File: config.mk
export PLATFORM = sky130hd
export DESIGN_NAME = complex_fir_peak_tracker_flat
export DESIGN_NICKNAME = d
export VERILOG_FILES = /design/src/hw/rtl/cfpt_pkg.sv /design/src/hw/rtl/cfpt_if.sv /design/src/hw/rtl/complex_fir_peak_tracker.sv /design/src/hw/rtl/cfpt_regs.sv /design/src/hw/rtl/cfpt_ctrl.sv /design/src/hw/rtl/cfpt_datapath.sv /design/src/flat_wrapper.sv
export VERILOG_INCLUDE_DIRS = /design/src /design/src/hw/rtl
export SDC_FILE = /design/constraint.sdc
export NUM_CORES = 2
export LEC_CHECK = 0
export BUFFER_PORTS_ARGS = -buffer_cell sky130_fd_sc_hd__buf_2
export CAP_MARGIN = 5
export CORE_MARGIN = 2
export CORE_UTILIZATION = 45
export CTS_BUF_LIST = sky130_fd_sc_hd__clkbuf_16
export DETAILED_ROUTE_END_ITERATION = 6
export MAX_ROUTING_LAYER = met4
export PLACE_DENSITY = 0.6
export SYNTH_ARGS = -nofsm -noshare
export SYNTH_HDL_FRONTEND = slang
export SYNTH_HIERARCHICAL = 1
export SYNTH_SLANG_ARGS = --single-unit
File: constraint.sdc
create_clock -name clk -period 25.6 [get_ports clk]
set_input_delay 5.12 -clock clk [delete_from_list [all_inputs] [get_ports clk]]
set_output_delay 5.12 -clock clk [all_outputs]
set_load 0.03 [all_outputs]
File: src/hw/rtl/complex_fir_peak_tracker_macros.svh
// assertion macros for the complex fir peak tracker
`ifndef COMPLEX_FIR_PEAK_TRACKER_MACROS_SVH
`define COMPLEX_FIR_PEAK_TRACKER_MACROS_SVH
`ifndef SYNTHESIS
`define CFPT_ASSERT(label, clk, rst, prop, msg) \
  label: assert property (@(posedge clk) disable iff (rst) prop) else $error(msg);
`define CFPT_ASSERT_ALWAYS(label, clk, prop, msg) \
  label: assert property (@(posedge clk) prop) else $error(msg);
`else
`define CFPT_ASSERT(label, clk, rst, prop, msg)
`define CFPT_ASSERT_ALWAYS(label, clk, prop, msg)
`endif
`endif

File: src/hw/rtl/cfpt_pkg.sv
// shared constants and types for the complex fir peak tracker
package cfpt_pkg;

  localparam int TAP_COUNT     = 8;
  localparam int SAMPLE_BITS   = 16;
  localparam int MAX_TAPS      = 8;
  localparam int SAMPLE_W      = 16;
  localparam int SEXT_SHIFT    = SAMPLE_W - SAMPLE_BITS;
  localparam int FRAC_BITS     = 15;
  localparam int FILT_BITS     = 20;
  localparam int PROD_BITS     = 2 * SAMPLE_W;
  localparam int ACC_BITS      = FILT_BITS + FRAC_BITS;
  localparam int SQ_BITS       = 2 * FILT_BITS;
  localparam int MAG_BITS      = 38;
  localparam int INDEX_BITS    = 32;
  localparam int FILL_BITS     = $clog2(TAP_COUNT + 1);
  localparam int STEP_BITS     = (TAP_COUNT > 1) ? $clog2(TAP_COUNT) : 1;
  localparam int APB_DATA_BITS = 32;
  localparam int REG_IDX_BITS  = $clog2(MAX_TAPS);
  localparam int APB_ADDR_BITS = REG_IDX_BITS + 2;

  typedef logic signed [SAMPLE_W-1:0] sample_t;
  typedef logic signed [FILT_BITS-1:0] filt_t;
  typedef logic [MAG_BITS-1:0] mag_t;

  typedef enum logic [4:0] {
    S_IDLE   = 5'b00001,
    S_MAC    = 5'b00010,
    S_DRAIN  = 5'b00100,
    S_SQUARE = 5'b01000,
    S_EMIT   = 5'b10000
  } state_t;

  typedef struct packed {
    logic load;
    logic mac;
    logic drain;
    logic square;
    logic emit;
  } cmd_t;

  typedef struct packed {
    logic full_after;
    logic last_tap;
    logic slot_free;
  } status_t;

endpackage

File: src/hw/rtl/cfpt_if.sv
// request and result channels of the complex fir peak tracker
interface cfpt_in_if;
  logic              valid;
  logic              ready;
  logic              start_req;
  cfpt_pkg::sample_t sample_i;
  cfpt_pkg::sample_t sample_q;

  modport source(output valid, start_req, sample_i, sample_q, input ready);
  modport sink(input valid, start_req, sample_i, sample_q, output ready);
endinterface

interface cfpt_out_if;
  logic                                valid;
  logic                                ready;
  logic [cfpt_pkg::INDEX_BITS-1:0]     out_index;
  cfpt_pkg::filt_t                     filt_i;
  cfpt_pkg::filt_t                     filt_q;
  cfpt_pkg::mag_t                      mag_squared;
  cfpt_pkg::mag_t                      peak_mag_squared;

  modport source(output valid, out_index, filt_i, filt_q, mag_squared, peak_mag_squared,
                 input ready);
  modport sink(input valid, out_index, filt_i, filt_q, mag_squared, peak_mag_squared,
               output ready);
endinterface

File: src/hw/rtl/complex_fir_peak_tracker.sv
// Complex FIR with real Q1.15 taps and running peak of squared magnitude.
// I and Q share one coefficient set, written over APB at byte address 4*i
// and read back sign extended. A sample that leaves the window short of
// full is taken and gives no result. A sample that fills the window holds
// off the next request until the accept and the states MAC (a multiply per
// tap on the shared I and Q multiplier pair), DRAIN for the accumulator,
// SQUARE for the squares and EMIT for the magnitude sum, peak compare and
// output load are done. The output register holds one result, so a
// stalled result delays the next filtered sample by the stall.
module complex_fir_peak_tracker (
  input  logic                                 clk,
  input  logic                                 rst,
  cfpt_in_if.sink                              samples,
  cfpt_out_if.source                           results,
  input  logic                                 psel,
  input  logic                                 penable,
  input  logic                                 pwrite,
  input  logic [cfpt_pkg::APB_ADDR_BITS-1:0]   paddr,
  input  logic [cfpt_pkg::APB_DATA_BITS-1:0]   pwdata,
  output logic [cfpt_pkg::APB_DATA_BITS-1:0]   prdata,
  output logic                                 pready
);

  cfpt_pkg::sample_t  taps_all [cfpt_pkg::MAX_TAPS];
  cfpt_pkg::sample_t  taps_use [cfpt_pkg::TAP_COUNT];
  cfpt_pkg::cmd_t     cmd;
  cfpt_pkg::status_t  status;
  logic               in_ready;

  always_comb begin
    for (int j = 0; j < cfpt_pkg::TAP_COUNT; j++) begin
      taps_use[j] = taps_all[j];
    end
  end

  assign samples.ready = in_ready;

  cfpt_regs u_regs (
    .clk     (clk),
    .rst     (rst),
    .psel    (psel),
    .penable (penable),
    .pwrite  (pwrite),
    .paddr   (paddr),
    .pwdata  (pwdata),
    .prdata  (prdata),
    .pready  (pready),
    .taps    (taps_all)
  );

  cfpt_ctrl u_ctrl (
    .clk      (clk),
    .rst      (rst),
    .in_valid (samples.valid),
    .in_ready (in_ready),
    .status   (status),
    .cmd      (cmd)
  );

  cfpt_datapath u_datapath (
    .clk       (clk),
    .rst       (rst),
    .cmd       (cmd),
    .status    (status),
    .start_req (samples.start_req),
    .sample_i  (samples.sample_i),
    .sample_q  (samples.sample_q),
    .taps      (taps_use),
    .results   (results)
  );

endmodule

File: src/hw/rtl/cfpt_regs.sv
// apb coefficient register file
module cfpt_regs (
  input  logic                                  clk,
  input  logic                                  rst,
  input  logic                                  psel,
  input  logic                                  penable,
  input  logic                                  pwrite,
  input  logic [cfpt_pkg::APB_ADDR_BITS-1:0]    paddr,
  input  logic [cfpt_pkg::APB_DATA_BITS-1:0]    pwdata,
  output logic [cfpt_pkg::APB_DATA_BITS-1:0]    prdata,
  output logic                                  pready,
  output cfpt_pkg::sample_t                     taps [cfpt_pkg::MAX_TAPS]
);

  logic [cfpt_pkg::REG_IDX_BITS-1:0] idx;
  logic                              wr_en;

  assign idx    = paddr[cfpt_pkg::APB_ADDR_BITS-1:2];
  assign wr_en  = psel && penable && pwrite;
  assign pready = 1'b1;
  assign prdata = cfpt_pkg::APB_DATA_BITS'(taps[idx]);

  always_ff @(posedge clk) begin
    if (rst) begin
      for (int j = 0; j < cfpt_pkg::MAX_TAPS; j++) begin
        taps[j] <= '0;
      end
    end else if (wr_en) begin
      taps[idx] <= cfpt_pkg::sample_t'(pwdata[cfpt_pkg::SAMPLE_W-1:0]);
    end
  end

endmodule

File: src/hw/rtl/cfpt_ctrl.sv
// controller state machine for the filter sequence
`include "complex_fir_peak_tracker_macros.svh"
module cfpt_ctrl (
  input  logic                clk,
  input  logic                rst,
  input  logic                in_valid,
  output logic                in_ready,
  input  cfpt_pkg::status_t   status,
  output cfpt_pkg::cmd_t      cmd
);

  cfpt_pkg::state_t state;
  cfpt_pkg::state_t state_next;

  always_comb begin
    state_next = state;
    cmd        = '0;
    in_ready   = 1'b0;
    case (state)
      cfpt_pkg::S_IDLE: begin
        in_ready = 1'b1;
        if (in_valid) begin
          cmd.load = 1'b1;
          if (status.full_after) begin
            state_next = cfpt_pkg::S_MAC;
          end
        end
      end
      cfpt_pkg::S_MAC: begin
        cmd.mac = 1'b1;
        if (status.last_tap) begin
          state_next = cfpt_pkg::S_DRAIN;
        end
      end
      cfpt_pkg::S_DRAIN: begin
        cmd.drain  = 1'b1;
        state_next = cfpt_pkg::S_SQUARE;
      end
      cfpt_pkg::S_SQUARE: begin
        cmd.square = 1'b1;
        state_next = cfpt_pkg::S_EMIT;
      end
      cfpt_pkg::S_EMIT: begin
        if (status.slot_free) begin
          cmd.emit   = 1'b1;
          state_next = cfpt_pkg::S_IDLE;
        end
      end
      default: begin
        state_next = cfpt_pkg::S_IDLE;
      end
    endcase
  end

  always_ff @(posedge clk) begin
    if (rst) begin
      state <= cfpt_pkg::S_IDLE;
    end else begin
      state <= state_next;
    end
  end

  `CFPT_ASSERT(a_load_dispatch, clk, rst, cmd.load |=> (state == cfpt_pkg::S_MAC) == $past(status.full_after), "filter start does not follow window fill")
  `CFPT_ASSERT(a_drain_after_last, clk, rst, $rose(state == cfpt_pkg::S_DRAIN) |-> $past(status.last_tap), "drain entered before last tap")

endmodule

File: src/hw/rtl/cfpt_datapath.sv
// window, shared multiply-accumulate, magnitude and peak datapath
`include "complex_fir_peak_tracker_macros.svh"
module cfpt_datapath (
  input  logic                 clk,
  input  logic                 rst,
  input  cfpt_pkg::cmd_t       cmd,
  output cfpt_pkg::status_t    status,
  input  logic                 start_req,
  input  cfpt_pkg::sample_t    sample_i,
  input  cfpt_pkg::sample_t    sample_q,
  input  cfpt_pkg::sample_t    taps [cfpt_pkg::TAP_COUNT],
  cfpt_out_if.source           results
);

  cfpt_pkg::sample_t                       win_i [cfpt_pkg::TAP_COUNT];
  cfpt_pkg::sample_t                       win_q [cfpt_pkg::TAP_COUNT];
  cfpt_pkg::sample_t                       coef  [cfpt_pkg::TAP_COUNT];
  logic [cfpt_pkg::SAMPLE_W-1:0]           sh_i;
  logic [cfpt_pkg::SAMPLE_W-1:0]           sh_q;
  cfpt_pkg::sample_t                       ext_i;
  cfpt_pkg::sample_t                       ext_q;
  logic [cfpt_pkg::FILL_BITS-1:0]          fill;
  logic [cfpt_pkg::STEP_BITS-1:0]          step;
  logic signed [cfpt_pkg::PROD_BITS-1:0]   prod_i;
  logic signed [cfpt_pkg::PROD_BITS-1:0]   prod_q;
  logic signed [cfpt_pkg::ACC_BITS-1:0]    acc_i;
  logic signed [cfpt_pkg::ACC_BITS-1:0]    acc_q;
  cfpt_pkg::filt_t                         fi;
  cfpt_pkg::filt_t                         fq;
  logic signed [cfpt_pkg::SQ_BITS-1:0]     sqr_i;
  logic signed [cfpt_pkg::SQ_BITS-1:0]     sqr_q;
  cfpt_pkg::mag_t                          sq_i;
  cfpt_pkg::mag_t                          sq_q;
  cfpt_pkg::mag_t                          mag_sum;
  cfpt_pkg::mag_t                          peak;
  cfpt_pkg::mag_t                          peak_next;
  logic [cfpt_pkg::INDEX_BITS-1:0]         count;

  // sign extend from the active sample width
  assign sh_i  = sample_i << cfpt_pkg::SEXT_SHIFT;
  assign sh_q  = sample_q << cfpt_pkg::SEXT_SHIFT;
  assign ext_i = $signed(sh_i) >>> cfpt_pkg::SEXT_SHIFT;
  assign ext_q = $signed(sh_q) >>> cfpt_pkg::SEXT_SHIFT;

  // floor shift is the upper slice of the accumulator
  assign fi = acc_i[cfpt_pkg::ACC_BITS-1:cfpt_pkg::FRAC_BITS];
  assign fq = acc_q[cfpt_pkg::ACC_BITS-1:cfpt_pkg::FRAC_BITS];

  assign sqr_i     = cfpt_pkg::SQ_BITS'(fi * fi);
  assign sqr_q     = cfpt_pkg::SQ_BITS'(fq * fq);
  assign mag_sum   = sq_i + sq_q;
  assign peak_next = (mag_sum > peak) ? mag_sum : peak;

  assign status.full_after = start_req ? (cfpt_pkg::TAP_COUNT == 1)
                                       : (fill >= cfpt_pkg::FILL_BITS'(cfpt_pkg::TAP_COUNT - 1));
  assign status.last_tap   = (step == cfpt_pkg::STEP_BITS'(cfpt_pkg::TAP_COUNT - 1));
  assign status.slot_free  = !results.valid || results.ready;

  // window and coefficient copy rotate together so tap zero meets the oldest sample
  always_ff @(posedge clk) begin
    if (cmd.load) begin
      for (int j = 0; j < cfpt_pkg::TAP_COUNT - 1; j++) begin
        win_i[j] <= win_i[j+1];
        win_q[j] <= win_q[j+1];
      end
      win_i[cfpt_pkg::TAP_COUNT-1] <= ext_i;
      win_q[cfpt_pkg::TAP_COUNT-1] <= ext_q;
      coef <= taps;
    end else if (cmd.mac) begin
      for (int j = 0; j < cfpt_pkg::TAP_COUNT - 1; j++) begin
        win_i[j] <= win_i[j+1];
        win_q[j] <= win_q[j+1];
        coef[j]  <= coef[j+1];
      end
      win_i[cfpt_pkg::TAP_COUNT-1] <= win_i[0];
      win_q[cfpt_pkg::TAP_COUNT-1] <= win_q[0];
      coef[cfpt_pkg::TAP_COUNT-1]  <= coef[0];
    end
  end

  always_ff @(posedge clk) begin
    if (cmd.load) begin
      step   <= '0;
      prod_i <= '0;
      prod_q <= '0;
      acc_i  <= '0;
      acc_q  <= '0;
    end else if (cmd.mac) begin
      step   <= step + 1'b1;
      prod_i <= cfpt_pkg::PROD_BITS'(win_i[0] * coef[0]);
      prod_q <= cfpt_pkg::PROD_BITS'(win_q[0] * coef[0]);
      acc_i  <= acc_i + cfpt_pkg::ACC_BITS'(prod_i);
      acc_q  <= acc_q + cfpt_pkg::ACC_BITS'(prod_q);
    end else if (cmd.drain) begin
      acc_i  <= acc_i + cfpt_pkg::ACC_BITS'(prod_i);
      acc_q  <= acc_q + cfpt_pkg::ACC_BITS'(prod_q);
    end
    if (cmd.square) begin
      sq_i <= sqr_i[cfpt_pkg::MAG_BITS-1:0];
      sq_q <= sqr_q[cfpt_pkg::MAG_BITS-1:0];
    end
  end

  always_ff @(posedge clk) begin
    if (rst) begin
      fill  <= '0;
      count <= '0;
      peak  <= '0;
    end else if (cmd.load) begin
      if (start_req) begin
        fill  <= cfpt_pkg::FILL_BITS'(1);
        count <= '0;
        peak  <= '0;
      end else if (fill < cfpt_pkg::FILL_BITS'(cfpt_pkg::TAP_COUNT)) begin
        fill <= fill + 1'b1;
      end
    end else if (cmd.emit) begin
      peak  <= peak_next;
      count <= count + 1'b1;
    end
  end

  always_ff @(posedge clk) begin
    if (rst) begin
      results.valid <= 1'b0;
    end else if (cmd.emit) begin
      results.valid <= 1'b1;
    end else if (results.ready) begin
      results.valid <= 1'b0;
    end
  end

  always_ff @(posedge clk) begin
    if (cmd.emit) begin
      results.out_index        <= count;
      results.filt_i           <= fi;
      results.filt_q           <= fq;
      results.mag_squared      <= mag_sum;
      results.peak_mag_squared <= peak_next;
    end
  end

  `CFPT_ASSERT(a_peak_covers_mag, clk, rst, results.valid |-> results.peak_mag_squared >= results.mag_squared, "peak below its own magnitude")
  `CFPT_ASSERT(a_fill_bounded, clk, rst, fill <= cfpt_pkg::FILL_BITS'(cfpt_pkg::TAP_COUNT), "fill count past tap count")
  `CFPT_ASSERT_ALWAYS(a_reset_empty, clk, rst |=> !results.valid, "result pending after reset")

endmodule
File: src/flat_wrapper.sv
// flat-port wrapper written by rule: the top's interface ports become plain ports
module complex_fir_peak_tracker_flat 
  (clk, rst, psel, penable, pwrite, paddr, pwdata, prdata, pready, samples_valid, samples_start_req, samples_sample_i, samples_sample_q, samples_ready, results_valid, results_out_index, results_filt_i, results_filt_q, results_mag_squared, results_peak_mag_squared, results_ready);
  cfpt_in_if samples_i ();
  cfpt_out_if results_i ();
  input  logic clk;
  input  logic rst;
  input  logic psel;
  input  logic penable;
  input  logic pwrite;
  input  logic [cfpt_pkg::APB_ADDR_BITS-1:0] paddr;
  input  logic [cfpt_pkg::APB_DATA_BITS-1:0] pwdata;
  output logic [cfpt_pkg::APB_DATA_BITS-1:0] prdata;
  output logic pready;
  input wire logic [$bits(samples_i.valid)-1:0] samples_valid;
  input wire logic [$bits(samples_i.start_req)-1:0] samples_start_req;
  input wire logic [$bits(samples_i.sample_i)-1:0] samples_sample_i;
  input wire logic [$bits(samples_i.sample_q)-1:0] samples_sample_q;
  output wire logic [$bits(samples_i.ready)-1:0] samples_ready;
  output wire logic [$bits(results_i.valid)-1:0] results_valid;
  output wire logic [$bits(results_i.out_index)-1:0] results_out_index;
  output wire logic [$bits(results_i.filt_i)-1:0] results_filt_i;
  output wire logic [$bits(results_i.filt_q)-1:0] results_filt_q;
  output wire logic [$bits(results_i.mag_squared)-1:0] results_mag_squared;
  output wire logic [$bits(results_i.peak_mag_squared)-1:0] results_peak_mag_squared;
  input wire logic [$bits(results_i.ready)-1:0] results_ready;
  assign samples_i.valid = samples_valid;
  assign samples_i.start_req = samples_start_req;
  assign samples_i.sample_i = samples_sample_i;
  assign samples_i.sample_q = samples_sample_q;
  assign samples_ready = samples_i.ready;
  assign results_valid = results_i.valid;
  assign results_out_index = results_i.out_index;
  assign results_filt_i = results_i.filt_i;
  assign results_filt_q = results_i.filt_q;
  assign results_mag_squared = results_i.mag_squared;
  assign results_peak_mag_squared = results_i.peak_mag_squared;
  assign results_i.ready = results_ready;
  complex_fir_peak_tracker u_core (.clk(clk), .rst(rst), .samples(samples_i), .results(results_i), .psel(psel), .penable(penable), .pwrite(pwrite), .paddr(paddr), .pwdata(pwdata), .prdata(prdata), .pready(pready));
endmodule
# --- After elaboration in Yosys (flattened, before gate mapping) ---
# Memories as Yosys holds them, arrays and structs flattened.
# Index checks and enable logic that the tools add are counted.
totals:
  ff_bits: 697
  output_inout_bits: 183
  inputBits: 77
  memories: 2
  elab_cells: 149
  ramBits: 256
op_classes:
  n_addsub: 6
  n_eq_ne: 11
  n_mux: 58
  n_lt_le_gt_ge: 5
  bitwise: 17
  n_mul: 4
  reduce_logical: 13
mem_list:
  columns: ["memory", "depth", "word_bits", "read_ports", "rd_clocked_by_memory_dff", "write_ports", "line", "source"]
  rows:
  - ["u_core.u_datapath.win_i", 8, 16, 8, 0, 8, "cfpt_datapath.sv:15", "cfpt_pkg::sample_t win_i [cfpt_pkg::TAP_COUNT];"]
  - ["u_core.u_datapath.win_q", 8, 16, 8, 0, 8, "cfpt_datapath.sv:16", "cfpt_pkg::sample_t win_q [cfpt_pkg::TAP_COUNT];"]
ops:
  columns: ["operator", "n"]
  rows:
  - ["$mux W16", 19]
  - ["$mux W128", 2]
  - ["$mux W38", 4]
  - ["$mux W35", 4]
  - ["$bwmux W128", 1]
  - ["$mux W32", 3]
  - ["$mul A20 B20 Y38", 2]
  - ["$add A35 B32 Y35", 2]
  - ["$mul A16 B16 Y32", 2]
  - ["$bmux W16 S3", 1]
  - ["$demux W16 S3", 1]
  - ["$add A38 B38 Y38", 1]
  - ["$gt A38 B38 Y1", 1]
  - ["$add A32 B1 Y32 const B", 1]
  - ["$pmux W5 S5", 1]
  - ["$mux W5", 4]
  - ["$mux W1", 16]
  - ["$or A1 B1 Y1", 16]
  - ["$reduce_bool A2 Y1", 5]
  - ["$mux W4", 2]
  - ["$ne A2 B1 Y1 const B", 3]
  - ["$eq A5 B1 Y1 const B", 1]
  - ["$eq A5 B2 Y1 const B", 1]
  - ["$eq A5 B3 Y1 const B", 1]
  - ["16 further kinds", 20]

# --- Longest topological paths before layout ---
logic_depth:
  ltp_word: 6
  ltp_mapped: 29
  ltp_nobuf: 28

# --- Modules after synthesis ---
# Netlist, hierarchy kept.
modules_own_cells:
  columns: ["mod", "area_each_um2", "n_inst", "cells_per_inst", "seq_area_each_um2"]
  rows:
  - ["cfpt_datapath", 79383.6, 1, 7452, 22441.5]
  - ["cfpt_regs", 6317.3, 1, 561, 2562.5]
  - ["cfpt_ctrl", 287.8, 1, 30, 100.1]

# --- Worst setup path before layout ---
# No wires, ideal clock.
synth_path:
  kind: "input -> register"
  startpoint: "in samples_valid"
  endpoint: "reg u_core/u_datapath/coef[0] in the netlist's numbering (enable)"
  path_buffers: 3
  path_stages: 6
  t_required_ns: 24.869
  t_arrival_ns: 13.592
  setup_ns: 0.730
  setup_slack_ns: 11.278
  path_cell_list: "and3_2 clkbuf_1 clkbuf_1 nor2_1 clkbuf_1 inv_1"
synth_between:
  elab_chain_len: 3
synth_rtl:
  columns: ["item", "line", "source"]
  rows:
  - ["start, declared", "flat_wrapper.sv:15", "input wire logic [$bits(samples_i.valid)-1:0] samples_valid;"]
  - ["$mux W1", "cfpt_ctrl.sv:22", "if (in_valid) begin"]
  - ["$mux W1", "cfpt_ctrl.sv:19", "case (state)"]
  - ["$reduce_bool A2 Y1 (no source line)", null, null]
  - ["end signal, assigned", "cfpt_datapath.sv:68", "coef <= taps;"]
  - ["end signal, assigned by index", "cfpt_datapath.sv:73", "coef[j] <= coef[j+1];"]
  - ["end signal, assigned by index", "cfpt_datapath.sv:77", "coef[cfpt_pkg::TAP_COUNT-1] <= coef[0];"]
  - ["end, declared", "cfpt_datapath.sv:17", "cfpt_pkg::sample_t coef [cfpt_pkg::TAP_COUNT];"]
# No other way between the ends.
# A chain may end at the register's enable or synchronous reset.

# --- Worst setup path after layout ---
layout_path:
  startpoint: "in paddr[3] in the netlist's numbering"
  endpoint: "out prdata[25] in the netlist's numbering"
layout_between:
  elab_chain_len: 4
layout_rtl:
  columns: ["item", "line", "source"]
  rows:
  - ["start, declared", "flat_wrapper.sv:11", "input logic [cfpt_pkg::APB_ADDR_BITS-1:0] paddr;"]
  - ["$not A3 Y4 (implied by the code)", "cfpt_regs.sv:21", "assign prdata = cfpt_pkg::APB_DATA_BITS'(taps[idx]);"]
  - ["$bmux W16 S3", "cfpt_regs.sv:21", null]
  - ["$mux W16 (implied by the code) (2 in a row)", "cfpt_regs.sv:21", null]
  - ["end, declared", "flat_wrapper.sv:13", "output logic [cfpt_pkg::APB_DATA_BITS-1:0] prdata;"]
# No other way between the ends. The select of a mux whose other input is x is not followed.

==> metrics <==
n_diodes 0; hold path startpoint u_core/u_datapath/win_q[0][31]$_DFFE_PP_; Syn Inst Count 8043; sequential share of power 0.250; htree depth 3; Sw Ratio 0.401; layout cell share with drive strength beyond 1 0.0900; Initial Util 0.453; EDFF count, synth 606; multi-input logic area roughly 0.054 mm2; DR vias/cell ~5.1; antenna violations before repair 2; fraction of registers with async set/reset 0; Peak VDD IR about 110 uV; FF-to-FF End u_core/u_datapath/sq_q[35]$_DFFE_PP_; clock tree buffer depth 3; RSZ-0062 raised after global routing false; Core ar. approximately 0.19 mm2; Final min period 12.18 ns; Routed WL 197 mm; sequential share of the synthesized area 0.292; largest net degree at the start of global routing ~150; row cnt between 150 and 200; Pwr Density about 73 mW/mm2; Die ar. approximately 0.2 mm2; post-CTS setup repair buffer count 0; XOR/XNOR Fraction of Synth Area 0.0276; Adder-Cell Fraction of Synth Area 0.370; Comb pwr share 0.524; final period utilization 0.476; Sw Pwr between 0.002 and 0.003 W; drt wl/cell 18.3 um; Port Buf Inserts 240; Lkg Pwr ~43 nW; Sink Count 951; Syn Area/Cell roughly 11 um2; Fin Setup TNS 0 ns; YS warnings 6; post-CTS resize count 0; Worst Path Required approximately 20 ns; largest family of logic cells by synthesized area adder cells; distinct cell type count after synthesis 99; crit-path max FO a little over 40; routability cong. 0.879; Max Cap Viol 0; Die X roughly 440 um; Synth Area in Compound Gates 0.0625; CP endpoint kind output pin; kind of critical path in2out; Layout area overhead 8.38%; antenna viol nets, final 0; Die H 441 um; Worst setup endpoint prdata[25]; r2r setup slk 17.20 ns; Initial DRC Count slightly above 3000; vias in the first global route 58700; Reg2Reg Depth 25; Total Power between 0.006 and 0.007 W; final std cell area, no fill ~0.093 mm2; vias post-DR approximately 55000; Worst-Skew Late Latency 0.77 ns; Synth area leaders fa_1, edfxtp_1, dfxtp_1; FILL cells 17100; Final setup viols 0; area of the mapped netlist about 0.086 mm2; gr ovfl total 0; Placed Area between 0.08 and 0.09 mm2; mux share of post-synthesis cell area 0.0552; Yosys reg bits around 950; dpl hpwl between 100 and 150 mm; hold buffers post-CTS 0; clk slew on worst S/H paths 0.06 ns; TritonCTS clock tree yes; Internal approximately 0.004 W; CTS root buf clkbuf_16; Global Route Usage Sum 0.214; final hold vios 0; syn_nets about 9900; Yosys top cell area share 0.294; status completed; Hold Crit Class reg2reg; Layout Nets around 10000; Worst R2R Start u_core/u_datapath/acc_q[21]$_SDFFE_PP0P_; FMAX 0.0821 GHz; CTS Buf Count between 100 and 150; post-synthesis simple-gate area fraction 0.109; Worst EP arrival 7.06 ns; drt drc 0; Slew headroom 0.282; drt pass-1 iters 5; area leader, netlist fa_1; register area 0.0251 mm2; first-pass GRT wire length around 320 mm; crit path from paddr[3]; clk_skew around 0.05 ns; element type at the critical path start input port; Synth Flop Type edfxtp_1; Clk pwr share 0.226; Final Max Slew Viols 0; Slew @ Worst Pin 1.08 ns; I/O pins 260
[per-layer routing]
| metal | wire, um | GRT usage |
|---|---|---|
| met5 | 0 | - |
| met4 | 4170 | 0.0492 |
| met3 | 8620 | 0.0259 |
| met2 | 95300 | 0.353 |
| met1 | 89200 | 0.284 |
[through the flow]
stage	hold WS (ns)	utilization	setup WS, ns	instances
after floorplan	0.400	-	11.28	8043
after global placement	0.400	0.472	13.43	10600
after detailed placement	0.405	0.472	13.41	10600
after CTS	0.406	0.491	13.41	10800
after global routing	0.410	0.491	13.34	10800
final	0.400	0.491	13.42	10800
[layout by cell type, fill, tap and decap left out, types with 17 or more instances in the layout]
cell,count
buf_2,239
nand2_1,727
o21ai_0,134
clkinv_2,17
fa_1,1262
o21ai_1,40
nand4_1,28
mux4_1,20
mux2_2,207
clkinv_1,17
xnor2_1,184
nand3_1,74
and3_1,32
clkbuf_16,104
nor2b_1,75
edfxtp_1,606
a211oi_1,37
buf_4,86
mux2i_1,154
xor2_1,87
nand2b_1,193
a22oi_1,21
o21a_1,37
nor3_1,40
inv_1,1581
o21bai_1,39
a21oi_1,306
nor2_1,287
and2_1,371
dfxtp_1,344
a21o_1,117
ha_1,522
[cells by family after synthesis]
| family | count (synthesis) |
|---|---|
| other | 1 |
| buffers and inverters | 1874 |
| multiplexers | 402 |
| flip-flops | 951 |
| AND/OR/NAND/NOR | 1907 |
| XOR/XNOR | 271 |
| AO/OA/AOI/OAI | 853 |
| adder cells (fa/ha/maj) | 1784 |
[layout make-up]
class                      instances  share of cell area
multi-input combinational       5218               0.576
sequential                       951               0.269
inverter                        1556              0.0628
tap                             2511              0.0337
clock buffer                     104              0.0279
timing repair buffer             327              0.0201
clock inverter                    93             0.00975
[Yosys cell counts (all sizes together) (28+ instances only)]
cell	instances
nor2	288
o21a	37
mux2	218
a211oi	39
nor3	42
nand4	28
xor2	87
clkbuf	261
o21bai	40
a21oi	306
xnor2	184
nand2	730
ha	522
o21ai	175
nand3	76
nor2b	75
buf	57
dfxtp	345
nand2b	194
a21o	117
inv	1554
and3	33
and2	373
edfxtp	606
fa	1262
mux2i	154
mux4	30
[registers in the layout, indices dropped and copies added, names as in the netlist]
register and count:
u_core/u_datapath/results.out_index 32, u_core/u_datapath/results.valid 1, u_core/u_datapath/results.filt_q 20, u_core/u_datapath/acc_i 35
u_core/u_datapath/win_i 128, u_core/u_regs/taps 128, u_core/u_datapath/sq_i 37, u_core/u_datapath/step 3
u_core/u_datapath/acc_q 35, u_core/u_datapath/coef 128, u_core/u_datapath/results.mag_squared 38, u_core/u_datapath/prod_i 32
u_core/u_datapath/results.peak_mag_squared 38, u_core/u_ctrl/state 5, u_core/u_datapath/peak 38, u_core/u_datapath/fill 4
u_core/u_datapath/sq_q 37, u_core/u_datapath/win_q 128, u_core/u_datapath/count 32, u_core/u_datapath/prod_q 32
u_core/u_datapath/results.filt_i 20
[critical path, cell delays in order]
cell    delay [ns]
buf_2         0.08
buf_4         0.58
mux4_1        0.64
mux2_2        0.39
buf_2         0.22
[power groups by stage]
stage	logic (W)	clock network [W]	registers, W
after floorplan	0.00271	0	0.00172
after global placement	0.00346	0	0.00172
after detailed placement	0.00353	0	0.00173
after CTS	0.00355	0.00158	0.00169
after global routing	0.00401	0.00163	0.00170
final	0.00354	0.00153	0.00169
[worst min path at each step]
stage	cells past startpoint	slack [ns]	end
after detailed placement	0	0.40	u_core/u_datapath/win_i[0][20]$_DFFE_PP_
after floorplan	0	0.40	u_core/u_datapath/win_i[0][0]$_DFFE_PP_
after CTS	0	0.41	u_core/u_datapath/win_i[0][79]$_DFFE_PP_
after global routing	0	0.41	u_core/u_datapath/win_i[0][79]$_DFFE_PP_
final	0	0.40	u_core/u_datapath/win_q[0][15]$_DFFE_PP_
after global placement	0	0.40	u_core/u_datapath/win_q[0][23]$_DFFE_PP_
Note: power is estimated with default switching activity, not from simulation.
